[src/design/bole_pkg.sv]
// ----------------------------------------------------------------------------
// bole_pkg
// Op codes, status codes and sequencer states of the ordered list engine.
// ----------------------------------------------------------------------------
`default_nettype none

package bole_pkg;

   localparam logic [3:0] OP_INS_HEAD = 4'd0;
   localparam logic [3:0] OP_INS_TAIL = 4'd1;
   localparam logic [3:0] OP_INS_POS  = 4'd2;
   localparam logic [3:0] OP_DEL_HEAD = 4'd3;
   localparam logic [3:0] OP_DEL_TAIL = 4'd4;
   localparam logic [3:0] OP_DEL_POS  = 4'd5;
   localparam logic [3:0] OP_SEARCH   = 4'd6;
   localparam logic [3:0] OP_CLEAR    = 4'd7;
   localparam logic [3:0] OP_TRAVERSE = 4'd8;

   localparam logic [2:0] ST_OK        = 3'd0;
   localparam logic [2:0] ST_EMPTY     = 3'd1;
   localparam logic [2:0] ST_BAD_POS   = 3'd2;
   localparam logic [2:0] ST_FULL      = 3'd3;
   localparam logic [2:0] ST_NOT_FOUND = 3'd4;

   typedef enum logic [3:0] {
      S_IDLE,
      S_INS_RD,
      S_INS_WR,
      S_INS_PUT,
      S_DEL_RD,
      S_DEL_WR,
      S_SRCH_RD,
      S_SRCH_CMP,
      S_TRAV_RD,
      S_TRAV_OUT,
      S_RESULT
   } state_type;

endpackage

`default_nettype wire

[src/design/bole_store.sv]
// ----------------------------------------------------------------------------
// bole_store
// Word store of the list: one write port, one read port, registered read.
// ----------------------------------------------------------------------------
`default_nettype none

module bole_store #(
   parameter int DEPTH = 16,
   parameter int AW    = 4
) (
   input  wire logic          clock,
   input  wire logic          wr_en,
   input  wire logic [AW-1:0] wr_addr,
   input  wire logic [31:0]   wr_data,
   input  wire logic          rd_en,
   input  wire logic [AW-1:0] rd_addr,
   output logic [31:0]        rd_data
);

   logic [31:0] mem [DEPTH];
   logic [31:0] rd_data_ff;

   always_ff @(posedge clock) begin
      if (wr_en) begin
         mem[wr_addr] <= wr_data;
      end
      if (rd_en) begin
         rd_data_ff <= mem[rd_addr];
      end
   end

   assign rd_data = rd_data_ff;

endmodule

`default_nettype wire

[src/design/bounded_ordered_list_engine.sv]
// Refused ops and clear go straight to the result; insert and delete move each
// shifted entry with a store read then a write; search reads and compares each
// entry in turn; traverse reads each element and sends it out. One item at a
// time. Reset empties the list at once (count only).
// ----------------------------------------------------------------------------
// bounded_ordered_list_engine
// Ordered list of signed words with positional insert, delete and search.
// ----------------------------------------------------------------------------
`default_nettype none

module bounded_ordered_list_engine
   import bole_pkg::*;
#(
   parameter int DEPTH = 16
) (
   input  wire logic        clock,
   input  wire logic        reset,
   input  wire logic        req_valid,
   output logic             req_stall,
   input  wire logic [3:0]  req_op,
   input  wire logic [31:0] req_value,
   input  wire logic [7:0]  req_position,
   output logic             rsp_valid,
   input  wire logic        rsp_stall,
   output logic [2:0]       rsp_status,
   output logic [31:0]      rsp_element,
   output logic [4:0]       rsp_where_found,
   output logic [4:0]       rsp_size_now,
   output logic             rsp_last
);

   localparam int AW = (DEPTH > 1) ? $clog2(DEPTH) : 1;
   localparam int CW = $clog2(DEPTH + 1);

   state_type       state_ff, state_in, dec_state;
   logic [CW-1:0]   count_ff, count_in, dec_count;
   logic [AW-1:0]   cur_ff, cur_in, dec_cur;
   logic [AW-1:0]   idx_ff, idx_in, dec_idx;
   logic [31:0]     val_ff, val_in;
   logic [2:0]      status_ff, status_in, dec_status;
   logic [4:0]      where_ff, where_in;

   logic            rsp_valid_ff, rsp_valid_in;
   logic [2:0]      rsp_status_ff, rsp_status_in;
   logic [31:0]     rsp_element_ff, rsp_element_in;
   logic [4:0]      rsp_where_ff, rsp_where_in;
   logic [4:0]      rsp_size_ff, rsp_size_in;
   logic            rsp_last_ff, rsp_last_in;

   logic            wr_en, rd_en;
   logic [AW-1:0]   wr_addr, rd_addr;
   logic [31:0]     wr_data, rd_data;

   logic            accept, out_free, hit;
   logic [31:0]     cnt32, pos32, cur32, idx32, dec_idx32;
   logic [4:0]      count_ext;

   assign accept    = req_valid && (state_ff == S_IDLE);
   assign out_free  = !rsp_valid_ff || !rsp_stall;
   assign cnt32     = 32'(count_ff);
   assign pos32     = 32'(req_position);
   assign cur32     = 32'(cur_ff);
   assign idx32     = 32'(idx_ff);
   assign count_ext = 5'(count_in);
   // compare unit used by search
   assign hit       = (rd_data == val_ff);

   // Decode of a new item
   always_comb begin
      dec_state  = S_RESULT;
      dec_status = ST_OK;
      dec_count  = count_ff;
      dec_idx32  = 32'd0;
      dec_cur    = '0;
      if (req_op inside {OP_INS_HEAD, OP_INS_TAIL, OP_INS_POS}) begin
         if (req_op == OP_INS_TAIL) begin
            dec_idx32 = cnt32;
         end else if (req_op == OP_INS_POS) begin
            dec_idx32 = pos32 - 32'd1;
         end
         dec_cur = AW'(cnt32);
         if (cnt32 >= 32'(DEPTH)) begin
            dec_status = ST_FULL;
         end else if (req_op == OP_INS_POS && (pos32 < 32'd1 || pos32 > cnt32 + 32'd1)) begin
            dec_status = ST_BAD_POS;
         end else if (dec_idx32 == cnt32) begin
            dec_state = S_INS_PUT;
         end else begin
            dec_state = S_INS_RD;
         end
      end else if (req_op inside {OP_DEL_HEAD, OP_DEL_TAIL, OP_DEL_POS}) begin
         if (req_op == OP_DEL_TAIL) begin
            dec_idx32 = cnt32 - 32'd1;
         end else if (req_op == OP_DEL_POS) begin
            dec_idx32 = pos32 - 32'd1;
         end
         dec_cur = AW'(dec_idx32);
         if (cnt32 == 32'd0) begin
            dec_status = ST_EMPTY;
         end else if (req_op == OP_DEL_POS && (pos32 < 32'd1 || pos32 > cnt32)) begin
            dec_status = ST_BAD_POS;
         end else if (dec_idx32 + 32'd1 >= cnt32) begin
            dec_count = count_ff - CW'(1);
         end else begin
            dec_state = S_DEL_RD;
         end
      end else if (req_op == OP_SEARCH) begin
         dec_status = ST_NOT_FOUND;
         if (cnt32 != 32'd0) begin
            dec_state = S_SRCH_RD;
         end
      end else if (req_op == OP_CLEAR) begin
         if (cnt32 == 32'd0) begin
            dec_status = ST_EMPTY;
         end
         dec_count = '0;
      end else if (req_op == OP_TRAVERSE) begin
         if (cnt32 == 32'd0) begin
            dec_status = ST_EMPTY;
         end else begin
            dec_state = S_TRAV_RD;
         end
      end
      dec_idx = AW'(dec_idx32);
   end

   // Next state
   always_comb begin
      state_in = state_ff;
      case (state_ff)
         S_IDLE: begin
            if (accept) begin
               state_in = dec_state;
            end
         end
         S_INS_RD:  state_in = S_INS_WR;
         S_INS_WR: begin
            if (cur32 - 32'd1 == idx32) begin
               state_in = S_INS_PUT;
            end else begin
               state_in = S_INS_RD;
            end
         end
         S_INS_PUT: state_in = S_RESULT;
         S_DEL_RD:  state_in = S_DEL_WR;
         S_DEL_WR: begin
            if (cur32 + 32'd2 >= cnt32) begin
               state_in = S_RESULT;
            end else begin
               state_in = S_DEL_RD;
            end
         end
         S_SRCH_RD: state_in = S_SRCH_CMP;
         S_SRCH_CMP: begin
            if (hit || cur32 + 32'd1 == cnt32) begin
               state_in = S_RESULT;
            end else begin
               state_in = S_SRCH_RD;
            end
         end
         S_TRAV_RD: state_in = S_TRAV_OUT;
         S_TRAV_OUT: begin
            if (out_free) begin
               if (cur32 + 32'd1 == cnt32) begin
                  state_in = S_IDLE;
               end else begin
                  state_in = S_TRAV_RD;
               end
            end
         end
         S_RESULT: begin
            if (out_free) begin
               state_in = S_IDLE;
            end
         end
         default: state_in = S_IDLE;
      endcase
   end

   // Datapath and outputs
   always_comb begin
      count_in       = count_ff;
      cur_in         = cur_ff;
      idx_in         = idx_ff;
      val_in         = val_ff;
      status_in      = status_ff;
      where_in       = where_ff;
      rsp_valid_in   = rsp_valid_ff && rsp_stall;
      rsp_status_in  = rsp_status_ff;
      rsp_element_in = rsp_element_ff;
      rsp_where_in   = rsp_where_ff;
      rsp_size_in    = rsp_size_ff;
      rsp_last_in    = rsp_last_ff;
      wr_en          = 1'b0;
      wr_addr        = cur_ff;
      wr_data        = rd_data;
      rd_en          = 1'b0;
      rd_addr        = cur_ff;
      case (state_ff)
         S_IDLE: begin
            if (accept) begin
               count_in  = dec_count;
               cur_in    = dec_cur;
               idx_in    = dec_idx;
               val_in    = req_value;
               status_in = dec_status;
               where_in  = '0;
            end
         end
         S_INS_RD: begin
            rd_en   = 1'b1;
            rd_addr = AW'(cur32 - 32'd1);
         end
         S_INS_WR: begin
            wr_en  = 1'b1;
            cur_in = AW'(cur32 - 32'd1);
         end
         S_INS_PUT: begin
            wr_en    = 1'b1;
            wr_addr  = idx_ff;
            wr_data  = val_ff;
            count_in = count_ff + CW'(1);
         end
         S_DEL_RD: begin
            rd_en   = 1'b1;
            rd_addr = AW'(cur32 + 32'd1);
         end
         S_DEL_WR: begin
            wr_en  = 1'b1;
            cur_in = AW'(cur32 + 32'd1);
            if (cur32 + 32'd2 >= cnt32) begin
               count_in = count_ff - CW'(1);
            end
         end
         S_SRCH_RD: begin
            rd_en = 1'b1;
         end
         S_SRCH_CMP: begin
            if (hit) begin
               status_in = ST_OK;
               where_in  = 5'(cur32 + 32'd1);
            end else begin
               cur_in = AW'(cur32 + 32'd1);
            end
         end
         S_TRAV_RD: begin
            rd_en = 1'b1;
         end
         S_TRAV_OUT: begin
            if (out_free) begin
               rsp_valid_in   = 1'b1;
               rsp_status_in  = ST_OK;
               rsp_element_in = rd_data;
               rsp_where_in   = 5'(cur32 + 32'd1);
               rsp_size_in    = count_ext;
               rsp_last_in    = (cur32 + 32'd1 == cnt32);
               cur_in         = AW'(cur32 + 32'd1);
            end
         end
         S_RESULT: begin
            if (out_free) begin
               rsp_valid_in   = 1'b1;
               rsp_status_in  = status_ff;
               rsp_element_in = 32'd0;
               rsp_where_in   = where_ff;
               rsp_size_in    = count_ext;
               rsp_last_in    = 1'b1;
            end
         end
         default: begin
         end
      endcase
   end

   always_ff @(posedge clock) begin
      if (reset) begin
         state_ff     <= S_IDLE;
         count_ff     <= '0;
         rsp_valid_ff <= 1'b0;
      end else begin
         state_ff     <= state_in;
         count_ff     <= count_in;
         rsp_valid_ff <= rsp_valid_in;
      end
      cur_ff         <= cur_in;
      idx_ff         <= idx_in;
      val_ff         <= val_in;
      status_ff      <= status_in;
      where_ff       <= where_in;
      rsp_status_ff  <= rsp_status_in;
      rsp_element_ff <= rsp_element_in;
      rsp_where_ff   <= rsp_where_in;
      rsp_size_ff    <= rsp_size_in;
      rsp_last_ff    <= rsp_last_in;
   end

   bole_store #(
      .DEPTH (DEPTH),
      .AW    (AW)
   ) u_store (
      .clock   (clock),
      .wr_en   (wr_en),
      .wr_addr (wr_addr),
      .wr_data (wr_data),
      .rd_en   (rd_en),
      .rd_addr (rd_addr),
      .rd_data (rd_data)
   );

   assign req_stall       = (state_ff != S_IDLE);
   assign rsp_valid       = rsp_valid_ff;
   assign rsp_status      = rsp_status_ff;
   assign rsp_element     = rsp_element_ff;
   assign rsp_where_found = rsp_where_ff;
   assign rsp_size_now    = rsp_size_ff;
   assign rsp_last        = rsp_last_ff;

endmodule

`default_nettype wire

[config.mk]
export PLATFORM = sky130hd
export DESIGN_NAME = bounded_ordered_list_engine
export DESIGN_NICKNAME = d
export VERILOG_FILES = /design/src/design/bole_pkg.sv /design/src/design/bole_store.sv /design/src/design/bounded_ordered_list_engine.sv
export SDC_FILE = /design/constraint.sdc
export NUM_CORES = 1
export LEC_CHECK = 0
export BUFFER_PORTS_ARGS = -buffer_cell sky130_fd_sc_hd__buf_2
export CAP_MARGIN = 10
export CELL_PAD_IN_SITES_DETAIL_PLACEMENT = 0
export CELL_PAD_IN_SITES_GLOBAL_PLACEMENT = 1
export CORE_MARGIN = 2
export CORE_UTILIZATION = 45
export CTS_BUF_LIST = sky130_fd_sc_hd__clkbuf_4 sky130_fd_sc_hd__clkbuf_8
export DETAILED_ROUTE_END_ITERATION = 10
export GPL_TIMING_DRIVEN = 0
export PLACE_DENSITY_LB_ADDON = 0.08
export SYNTH_ARGS = -nofsm -noshare
export SYNTH_HDL_FRONTEND = slang
export SYNTH_SLANG_ARGS = --single-unit
[constraint.sdc]
create_clock -name clock -period 8.03 [get_ports clock]
set_input_delay 0.803 -clock clock [delete_from_list [all_inputs] [get_ports clock]]
set_output_delay 0.803 -clock clock [all_outputs]
set_load 0.005 [all_outputs]
==> results of run 1 <==
## critical path, stage by stage, from the launching register on
cell and delay, ns:
dfxtp_1 0.55, clkbuf_1 0.51, inv_1 0.25, ha_1 0.42
inv_1 0.17, o211ai_1 0.22, inv_1 0.11, ha_1 0.23
nor4b_4 0.29, nand4_1 0.14, or2_2 0.34, or3_1 0.32
ha_1 0.28, nor4b_1 0.25, nand4_1 0.15, nor4_1 0.23
o21ai_0 0.16, a2111o_1 0.48, and3_4 0.24, a2111oi_4 0.32
a31oi_1 0.11
## sequential cells by signal, indices dropped and copies added, names as in the netlist, 5 cells and up
register and count:
where_ff 5, rsp_element 32, rsp_where_found 5, count_ff 5
u_store.mem 512, rsp_size_now 5, val_ff 32, u_store.rd_data 32
## final timing paths
check / endpoint / slack, ns / cells after the start
setup / recovery: rsp_size_now[0] / 1.95 / 20
hold / removal: val_ff[18] / 0.24 / 1
setup reg to reg: rsp_size_now[0] / 1.95 / 20
hold reg to reg: rsp_valid / 0.48 / 2
## kinds of logic (layout without fill, tap and decap cells)
| kind of cell | Yosys count | count (layout) | synth area share (%) |
|---|---|---|---|
| multiplexers | 164 | 164 | 11.8 |
| buffers and inverters | 107 | 416 | 1.58 |
| flip-flops | 648 | 648 | 70.2 |
| adder cells (fa/ha/maj) | 38 | 38 | 1.72 |
| AND/OR/NAND/NOR | 408 | 408 | 7.52 |
| other | 0 | 1 | 0 |
| XOR/XNOR | 55 | 55 | 1.80 |
| AO/OA/AOI/OAI | 221 | 221 | 5.38 |
## layout by cell type, fill, tap and decap left out, types with 14 or more instances in the layout
| cell type | n |
|---|---|
| a21oi_1 | 63 |
| a211oi_1 | 42 |
| xnor2_1 | 44 |
| inv_1 | 17 |
| nor3_1 | 19 |
| and2_1 | 41 |
| mux2i_1 | 36 |
| ha_1 | 38 |
| nor2_4 | 17 |
| mux4_2 | 128 |
| nor2b_1 | 41 |
| buf_2 | 118 |
| clkbuf_8 | 110 |
| clkbuf_4 | 34 |
| clkbuf_1 | 55 |
| nand2_1 | 153 |
| clkinv_1 | 25 |
| buf_16 | 14 |
| edfxtp_1 | 638 |
| nand3_1 | 15 |
| nor2_1 | 49 |
| o21ai_0 | 31 |
## synthesized netlist by cell type (5+ instances only)
cell type and instances:
a211oi_1 42, a21o_1 5, a21oi_1 63, a22oi_1 6, a31oi_1 10, and2_1 41
and3_1 6, buf_1 10, buf_2 22, clkbuf_1 55, dfxtp_1 10, edfxtp_1 638
ha_1 38, inv_1 18, mux2i_1 36, mux4_2 128, nand2_1 153, nand2b_1 7
nand3_1 15, nand4_1 13, nor2_1 66, nor2b_1 41, nor3_1 19, nor4_1 8
nor4b_1 5, o211ai_1 6, o21a_1 7, o21ai_0 31, o22ai_1 8, or3_1 10
xnor2_1 44, xor2_1 10
## final cells by class
cell class / count / area [µm²] / share of cell area [%]
Antenna cell: 1 / 2.50 / 0.00786
Buffer: 88 / 365 / 1.15
Clock buffer: 144 / 1770 / 5.56
Clock inverter: 40 / 228 / 0.715
Inverter: 19 / 71.3 / 0.224
Multi-Input combinational cell: 886 / 7920 / 24.9
Sequential cell: 648 / 19400 / 60.8
Tap cell: 782 / 978 / 3.07
Timing Repair Buffer: 125 / 1150 / 3.61
## power by group through the flow
stage | Clock (mW) | Combinational (mW) | Sequential [mW]
after floorplan | 0 | 3.25 | 4.97
after detailed placement | 0 | 5.05 | 5.04
final | 2.75 | 5.03 | 4.98
after CTS | 2.81 | 5.08 | 4.98
after global routing | 2.95 | 5.42 | 5.01
after global placement | 0 | 4.84 | 5.08
## per-stage QoR
stage	hold WS [ns]	setup slack, ns	utilization (%)	total power [mW]
finish	0.244	1.95	52.7	12.8
global route	0.219	1.37	52.7	13.4
CTS	0.190	1.89	52.6	12.9
detailed placement	0.470	1.91	49.3	10.1
global placement	0.464	1.01	48.0	9.91
floorplan	0.464	2.99	-	8.21
## per-layer routing
metal / routed length [µm] / GRT usage, % / part of all wire [%]
met1: 32600 / 33.9 / 44
met2: 35600 / 38.4 / 48
met3: 4810 / 3.97 / 6.5
met4: 1530 / 6.89 / 2.1
met5: 0 / 0 / 0
==> Flow_metrics.wiki, run 1 <==
{| class="wikitable"
! Metric !! Value
|-
| Post-Place Cell Area || 0.0298 mm²
|-
| Total count of hold-check failures in the final report || 0
|-
| Crit Reg-Reg Startpoint || count_ff[0]
|-
| Number of filler cells placed in the layout || 4949
|-
| Synthesis-to-finish area growth || 15.5%
|-
| Sequential fraction of design power || 39.0%
|-
| Asr flop ratio synth || 0%
|-
| Detailed placer's ending HPWL || 49.6 mm
|-
| Chip Width || 252 µm
|-
| Actual transition at the worst max-transition pin || 1.15 ns
|-
| Largest buffer count on any clock path || 3
|-
| Net Switching || 4.63 mW
|-
| Clock share of power || 21.5%
|-
| Portion of the post-synthesis area used by sequential elements || 70.2%
|-
| Per-cell via count in the routed design || 5.80
|-
| Wire length of the first global-routing pass || 109 mm
|-
| Via count of the first global-routing pass || 16100
|-
| Area of the core region || 0.0605 mm²
|-
| Count of port buffers added during placement || 95
|-
| Post-Synthesis Mean Instance Area || 16.8 µm²
|-
| Number of primary I/O pins || 96
|-
| Combinational cell fraction of total power || 39.5%
|-
| Area of the mapped netlist || 0.0276 mm²
|-
| Number of enable-type register cells in the synthesized netlist || 638
|-
| Hold WC Path Type || input port to flip-flop
|-
| Largest net degree at the start of global routing || 24
|-
| Overflow left after global routing || 0
|-
| Total wire length || 74.5 mm
|-
| Post-Layout Cell Count || 2733
|-
| Startpoint-to-endpoint class of the critical path || flip-flop to flip-flop
|-
| Count of endpoints failing setup in the final report || 0
|-
| Number of synthesized register bits || 648
|-
| Clock insertion delay at the later pin of the skew report || 0.74 ns
|-
| Fraction of power spent switching nets || 36.3%
|-
| Number of antenna violations at the first check in global routing || 3
|-
| Hold buffers post-CTS || 0
|-
| Internal portion of total power || 8.12 mW
|-
| Post-route antenna net violation count || 0
|-
| Status || finished, final reports clean
|-
| Placed Cells incl. Taps || 2547
|-
| Shortest clock period the worst path allows after layout || 6.08 ns
|-
| RSZ-0062 raised after global routing || false
|-
| Crit path arrival time || 6.49 ns
|-
| Post-route clock period utilization || 75.7%
|-
| Data required time of the worst path || 8.44 ns
|-
| Number of vias in the routed layout || 15900
|-
| Count of clock tree sinks || 648
|-
| TNS Setup || 0 ns
|-
| Root buffer cell || clkbuf_8
|-
| CP startpoint || count_ff[0]
|-
| Worst voltage drop across the vdd grid || 193 µV
|-
| Worst slew margin relative to its limit || 22.4%
|-
| Final slew viol count || 0
|-
| Number of levels in the clock H-tree || 3
|-
| Min-Delay Startpoint || req_value[18]
|-
| Last weighted congestion value of the routability-driven placer || 0.880
|-
| CTS tree || yes
|-
| Routed length per instance || 27.3 µm
|-
| Std-Cell Rows || 90
|-
| Overall Global Routing Usage || 23.9%
|-
| Violation count after the first detailed-routing iteration || 1504
|-
| Floorplan die area || 0.0633 mm²
|-
| Share of layout cells above drive strength 1 || 24.4%
|-
| Total CTS buffers || 107
|-
| Gate Count Post-Synth || 1641
|-
| Count of buffers added by post-CTS timing repair for setup || 0
|-
| Total number of yosys warnings || 0
|-
| Effective utilization at floorplan || 45.6%
|-
| Post-synth top area share || 69.5%
|-
| Maximum operating frequency || 164 MHz
|-
| Die outline height || 252 µm
|-
| Total of max-cap violations || 0
|-
| Final #Nets || 1961
|-
| Most used flip-flop cell after synthesis || edfxtp_1
|-
| DR pass1 iterations || 5
|-
| Largest cells by area after synthesis || edfxtp_1 70%, mux4_2 10%, nand2_1 2.1%
|-
| Number of different library cells in the post-synthesis netlist || 74
|-
| Cell type with the largest total area after synthesis || edfxtp_1
|-
| Clock transition time at the flip-flop clock pins of the worst setup and hold paths || 0.06 ns
|-
| Leak || 10.6 nW
|-
| Fin area || 0.0318 mm²
|-
| Post-detailed-route DRC marker count || 0
|-
| Critical path startpoint category || flip-flop
|-
| Post-CTS sizing || 0
|-
| Worst clock skew || 0.0347 ns
|-
| Critical path capture point type || flip-flop
|-
| Post-Syn Nets || 1727
|-
| Power density normalized to cell area || 401 mW/mm²
|-
| Highest fanout seen on the critical path || 10
|}
No activity file was read; power rests on OpenSTA's default activity.
==> inputs of run 2 (changes only) <==
--- a/config.mk
+++ b/config.mk
@@ -5,6 +5,7 @@
 export SDC_FILE = /design/constraint.sdc
 export NUM_CORES = 1
 export LEC_CHECK = 0
+export ABC_AREA = 1
 export BUFFER_PORTS_ARGS = -buffer_cell sky130_fd_sc_hd__buf_2
 export CAP_MARGIN = 10
 export CELL_PAD_IN_SITES_DETAIL_PLACEMENT = 0
==> constraint.sdc (replaced) <==
create_clock -name clock -period 6.14 [get_ports clock]
set_input_delay 0.614 -clock clock [delete_from_list [all_inputs] [get_ports clock]]
set_output_delay 0.614 -clock clock [all_outputs]
set_load 0.005 [all_outputs]
==> run 2 against run 1 <==
Net effect: worst hold slack worse by 0.17 ns; die area is essentially flat; highest routed layer unchanged; combinational power grew 50%; via count up 23%; utilization down 0.22 points; sequential power increased by 29%; final area down 0.42%.
==> Flow_metrics.wiki, run 2 <==
{| class="wikitable"
! Metric !! Value
|-
| Most used flip-flop cell after synthesis || edfxtp_1
|-
| Count of port buffers added during placement || 94
|-
| Post-Syn Nets || 2352
|-
| Die outline height || 251 µm
|-
| Number of enable-type register cells in the synthesized netlist || 638
|-
| Slowest stage cell on the critical path || a2111oi_0
|-
| Commonest cells post-synth || 638 x edfxtp_1, 377 x nor2_1, 308 x o21ai_0
|-
| Number of antenna violations at the first check in global routing || 2
|-
| Overflow left after global routing || 0
|-
| Status || finished, final reports clean
|-
| Power density normalized to cell area || 552 mW/mm²
|-
| Number of synthesized register bits || 648
|-
| Met1 track demand over resource in global routing || 38.0%
|-
| Grt peak-use layer || met2
|-
| Highest fanout seen on the critical path || 11
|-
| Area of the core region || 0.0605 mm²
|-
| CTS tree || yes
|-
| Chip Width || 251 µm
|-
| Synthesis-to-finish area growth || 15.1%
|-
| Worst slew margin relative to its limit || 24.6%
|-
| Last weighted congestion value of the routability-driven placer || 0.860
|-
| Most frequent standard cell in the layout excluding fill and tap cells || edfxtp_1
|-
| Post-Layout Cell Count || 3381
|-
| TNS Setup || 0 ns
|-
| Biggest register || u_store.mem
|-
| Violation count after the first detailed-routing iteration || 2027
|-
| Data required time of the worst path || 6.61 ns
|-
| Gate Count Post-Synth || 2266
|-
| Met2 usage || 43.0%
|-
| Wire length of the first global-routing pass || 125 mm
|-
| Number of different library cells in the post-synthesis netlist || 49
|-
| Share of the core filled with cells || 52.4%
|-
| Number of primary I/O pins || 96
|-
| Post-Synthesis Mean Instance Area || 12.2 µm²
|-
| Share of layout cells above drive strength 1 || 14.5%
|-
| Area of the mapped netlist || 0.0276 mm²
|-
| Post-route antenna net violation count || 0
|-
| Total count of hold-check failures in the final report || 0
|-
| Clock insertion delay at the later pin of the skew report || 0.72 ns
|-
| Per-cell via count in the routed design || 5.77
|-
| Dominant cell by count in the synthesized netlist || edfxtp_1
|-
| Effective utilization at floorplan || 45.6%
|-
| Min setup slack post-route || 1.08 ns
|-
| Clock transition time at the flip-flop clock pins of the worst setup and hold paths || 0.06 ns
|-
| Via count of the first global-routing pass || 19000
|-
| Asr flop ratio synth || 0%
|-
| Placed Cells incl. Taps || 3188
|-
| Cell type with the largest total area after synthesis || edfxtp_1
|-
| Peak per-stage delay on the critical path || 0.72 ns
|-
| Detailed placer's ending HPWL || 57.7 mm
|-
| Routed length per instance || 25.2 µm
|-
| Post-CTS sizing || 0
|-
| Number of flip-flops in the largest register || 512
|-
| Largest buffer count on any clock path || 3
|-
| Total number of yosys warnings || 0
|-
| Post-synth top area share || 69.5%
|-
| Portion of the post-synthesis area used by sequential elements || 70.3%
|-
| Root buffer cell || clkbuf_8
|-
| Most frequent cells in the layout || 638 x edfxtp_1, 359 x nor2_1, 288 x o21ai_0
|-
| Post-detailed-route DRC marker count || 0
|-
| Total of max-cap violations || 0
|-
| Largest cells by area after synthesis || edfxtp_1 70%, o21ai_0 5.6%, nor2_1 5.1%
|-
| Post-route clock period utilization || 82.4%
|-
| Total CTS buffers || 105
|-
| Startpoint-to-endpoint class of the critical path || flip-flop to flip-flop
|-
| Number of vias in the routed layout || 19500
|-
| Shortest clock period the worst path allows after layout || 5.06 ns
|-
| Met3 usage in global routing || 5.32%
|-
| Count of buffers added by post-CTS timing repair for setup || 0
|-
| Worst clock skew || 0.0224 ns
|-
| Crit path arrival time || 5.53 ns
|-
| Cell type with the highest occurrence count on the critical path || nand2_1
|-
| Critical path startpoint category || flip-flop
|-
| Final #Nets || 2600
|-
| Actual transition at the worst max-transition pin || 1.12 ns
|-
| DR pass1 iterations || 6
|-
| Floorplan die area || 0.0632 mm²
|-
| Pre-CTS setup slack || 1.08 ns
|-
| Leak || 10.9 nW
|-
| Final slew viol count || 0
|-
| Critical path capture point type || flip-flop
|-
| Overall Global Routing Usage || 27.1%
|-
| Largest net degree at the start of global routing || 24
|-
| Count of endpoints failing setup in the final report || 0
|-
| Total wire length || 85.3 mm
|-
| RSZ-0062 raised after global routing || false
|-
| Hold buffers post-CTS || 0
|-
| Maximum operating frequency || 198 MHz
|-
| Worst voltage drop across the vdd grid || 323 µV
|-
| Number of levels in the clock H-tree || 3
|-
| Hold WC Path Type || input port to flip-flop
|-
| Count of clock tree sinks || 648
|-
| Std-Cell Rows || 90
|}
-- run 2: power breakdown --
group	switching [mW]	internal [mW]
combinational	5.62	1.94
sequential	0.212	6.21
clock	1.71	1.81
total	7.55	9.96
-- run 2: per-stage QoR --
stage          power (mW)  cell area, µm²  hold slack, ns
6_report             17.5           31700          0.0691
5_1_grt              18.4           31700          0.0285
4_1_cts              17.5           31700          0.0150
3_5_place_dp         14.0           29700           0.515
3_3_place_gp         13.6           29000           0.519
2_1_floorplan        10.6           27600           0.500
-- run 2: final timing paths --
check | from | end | slack (ns) | cells past startpoint
worst max-delay path | count_ff[0] | rsp_size_now[1] | 1.08 | 28
worst max register to register | count_ff[0] | rsp_size_now[1] | 1.08 | 28
worst min register to register | where_ff[2] | rsp_where_found[2] | 0.53 | 2
worst min-delay path | req_value[7] | val_ff[7] | 0.07 | 1
-- run 2: critical path: cells and delay by family, from the launching register on --
kind	cells	cell delay, ns
AND/OR/NAND/NOR	18	1.90
adder cells (fa/ha/maj)	3	0.90
AO/OA/AOI/OAI	1	0.72
flip-flops	1	0.66
buffers and inverters	6	0.63
-- run 2: cell families (layout without fill, tap and decap cells) --
| logic type | count (synthesis) | in the layout | synth area share, % |
|---|---|---|---|
| AND/OR/NAND/NOR | 711 | 711 | 10.5 |
| multiplexers | 1 | 1 | 0.0363 |
| AO/OA/AOI/OAI | 570 | 570 | 12.4 |
| XOR/XNOR | 44 | 44 | 1.40 |
| buffers and inverters | 254 | 586 | 3.60 |
| flip-flops | 648 | 648 | 70.3 |
| adder cells (fa/ha/maj) | 38 | 38 | 1.73 |
| other | 0 | 1 | 0 |
-- run 2: layer usage --
layer,vias to the layer above,share of wire [%]
met2,854,46
met3,149,8.3
met1,9674,43
li1,8837,-
met5,-,0
met4,0,2.5
-- run 2: layout make-up --
cell class,count,area (µm²)
plain buffers,125,508
multi-input cells,1364,7340
flip-flops and latches,648,19400
repair buffers,141,1080
fillers,5346,28800
clock buffers,133,1660
diodes,1,2.50
clock inverters,58,303
well taps,782,978
inverters,129,484
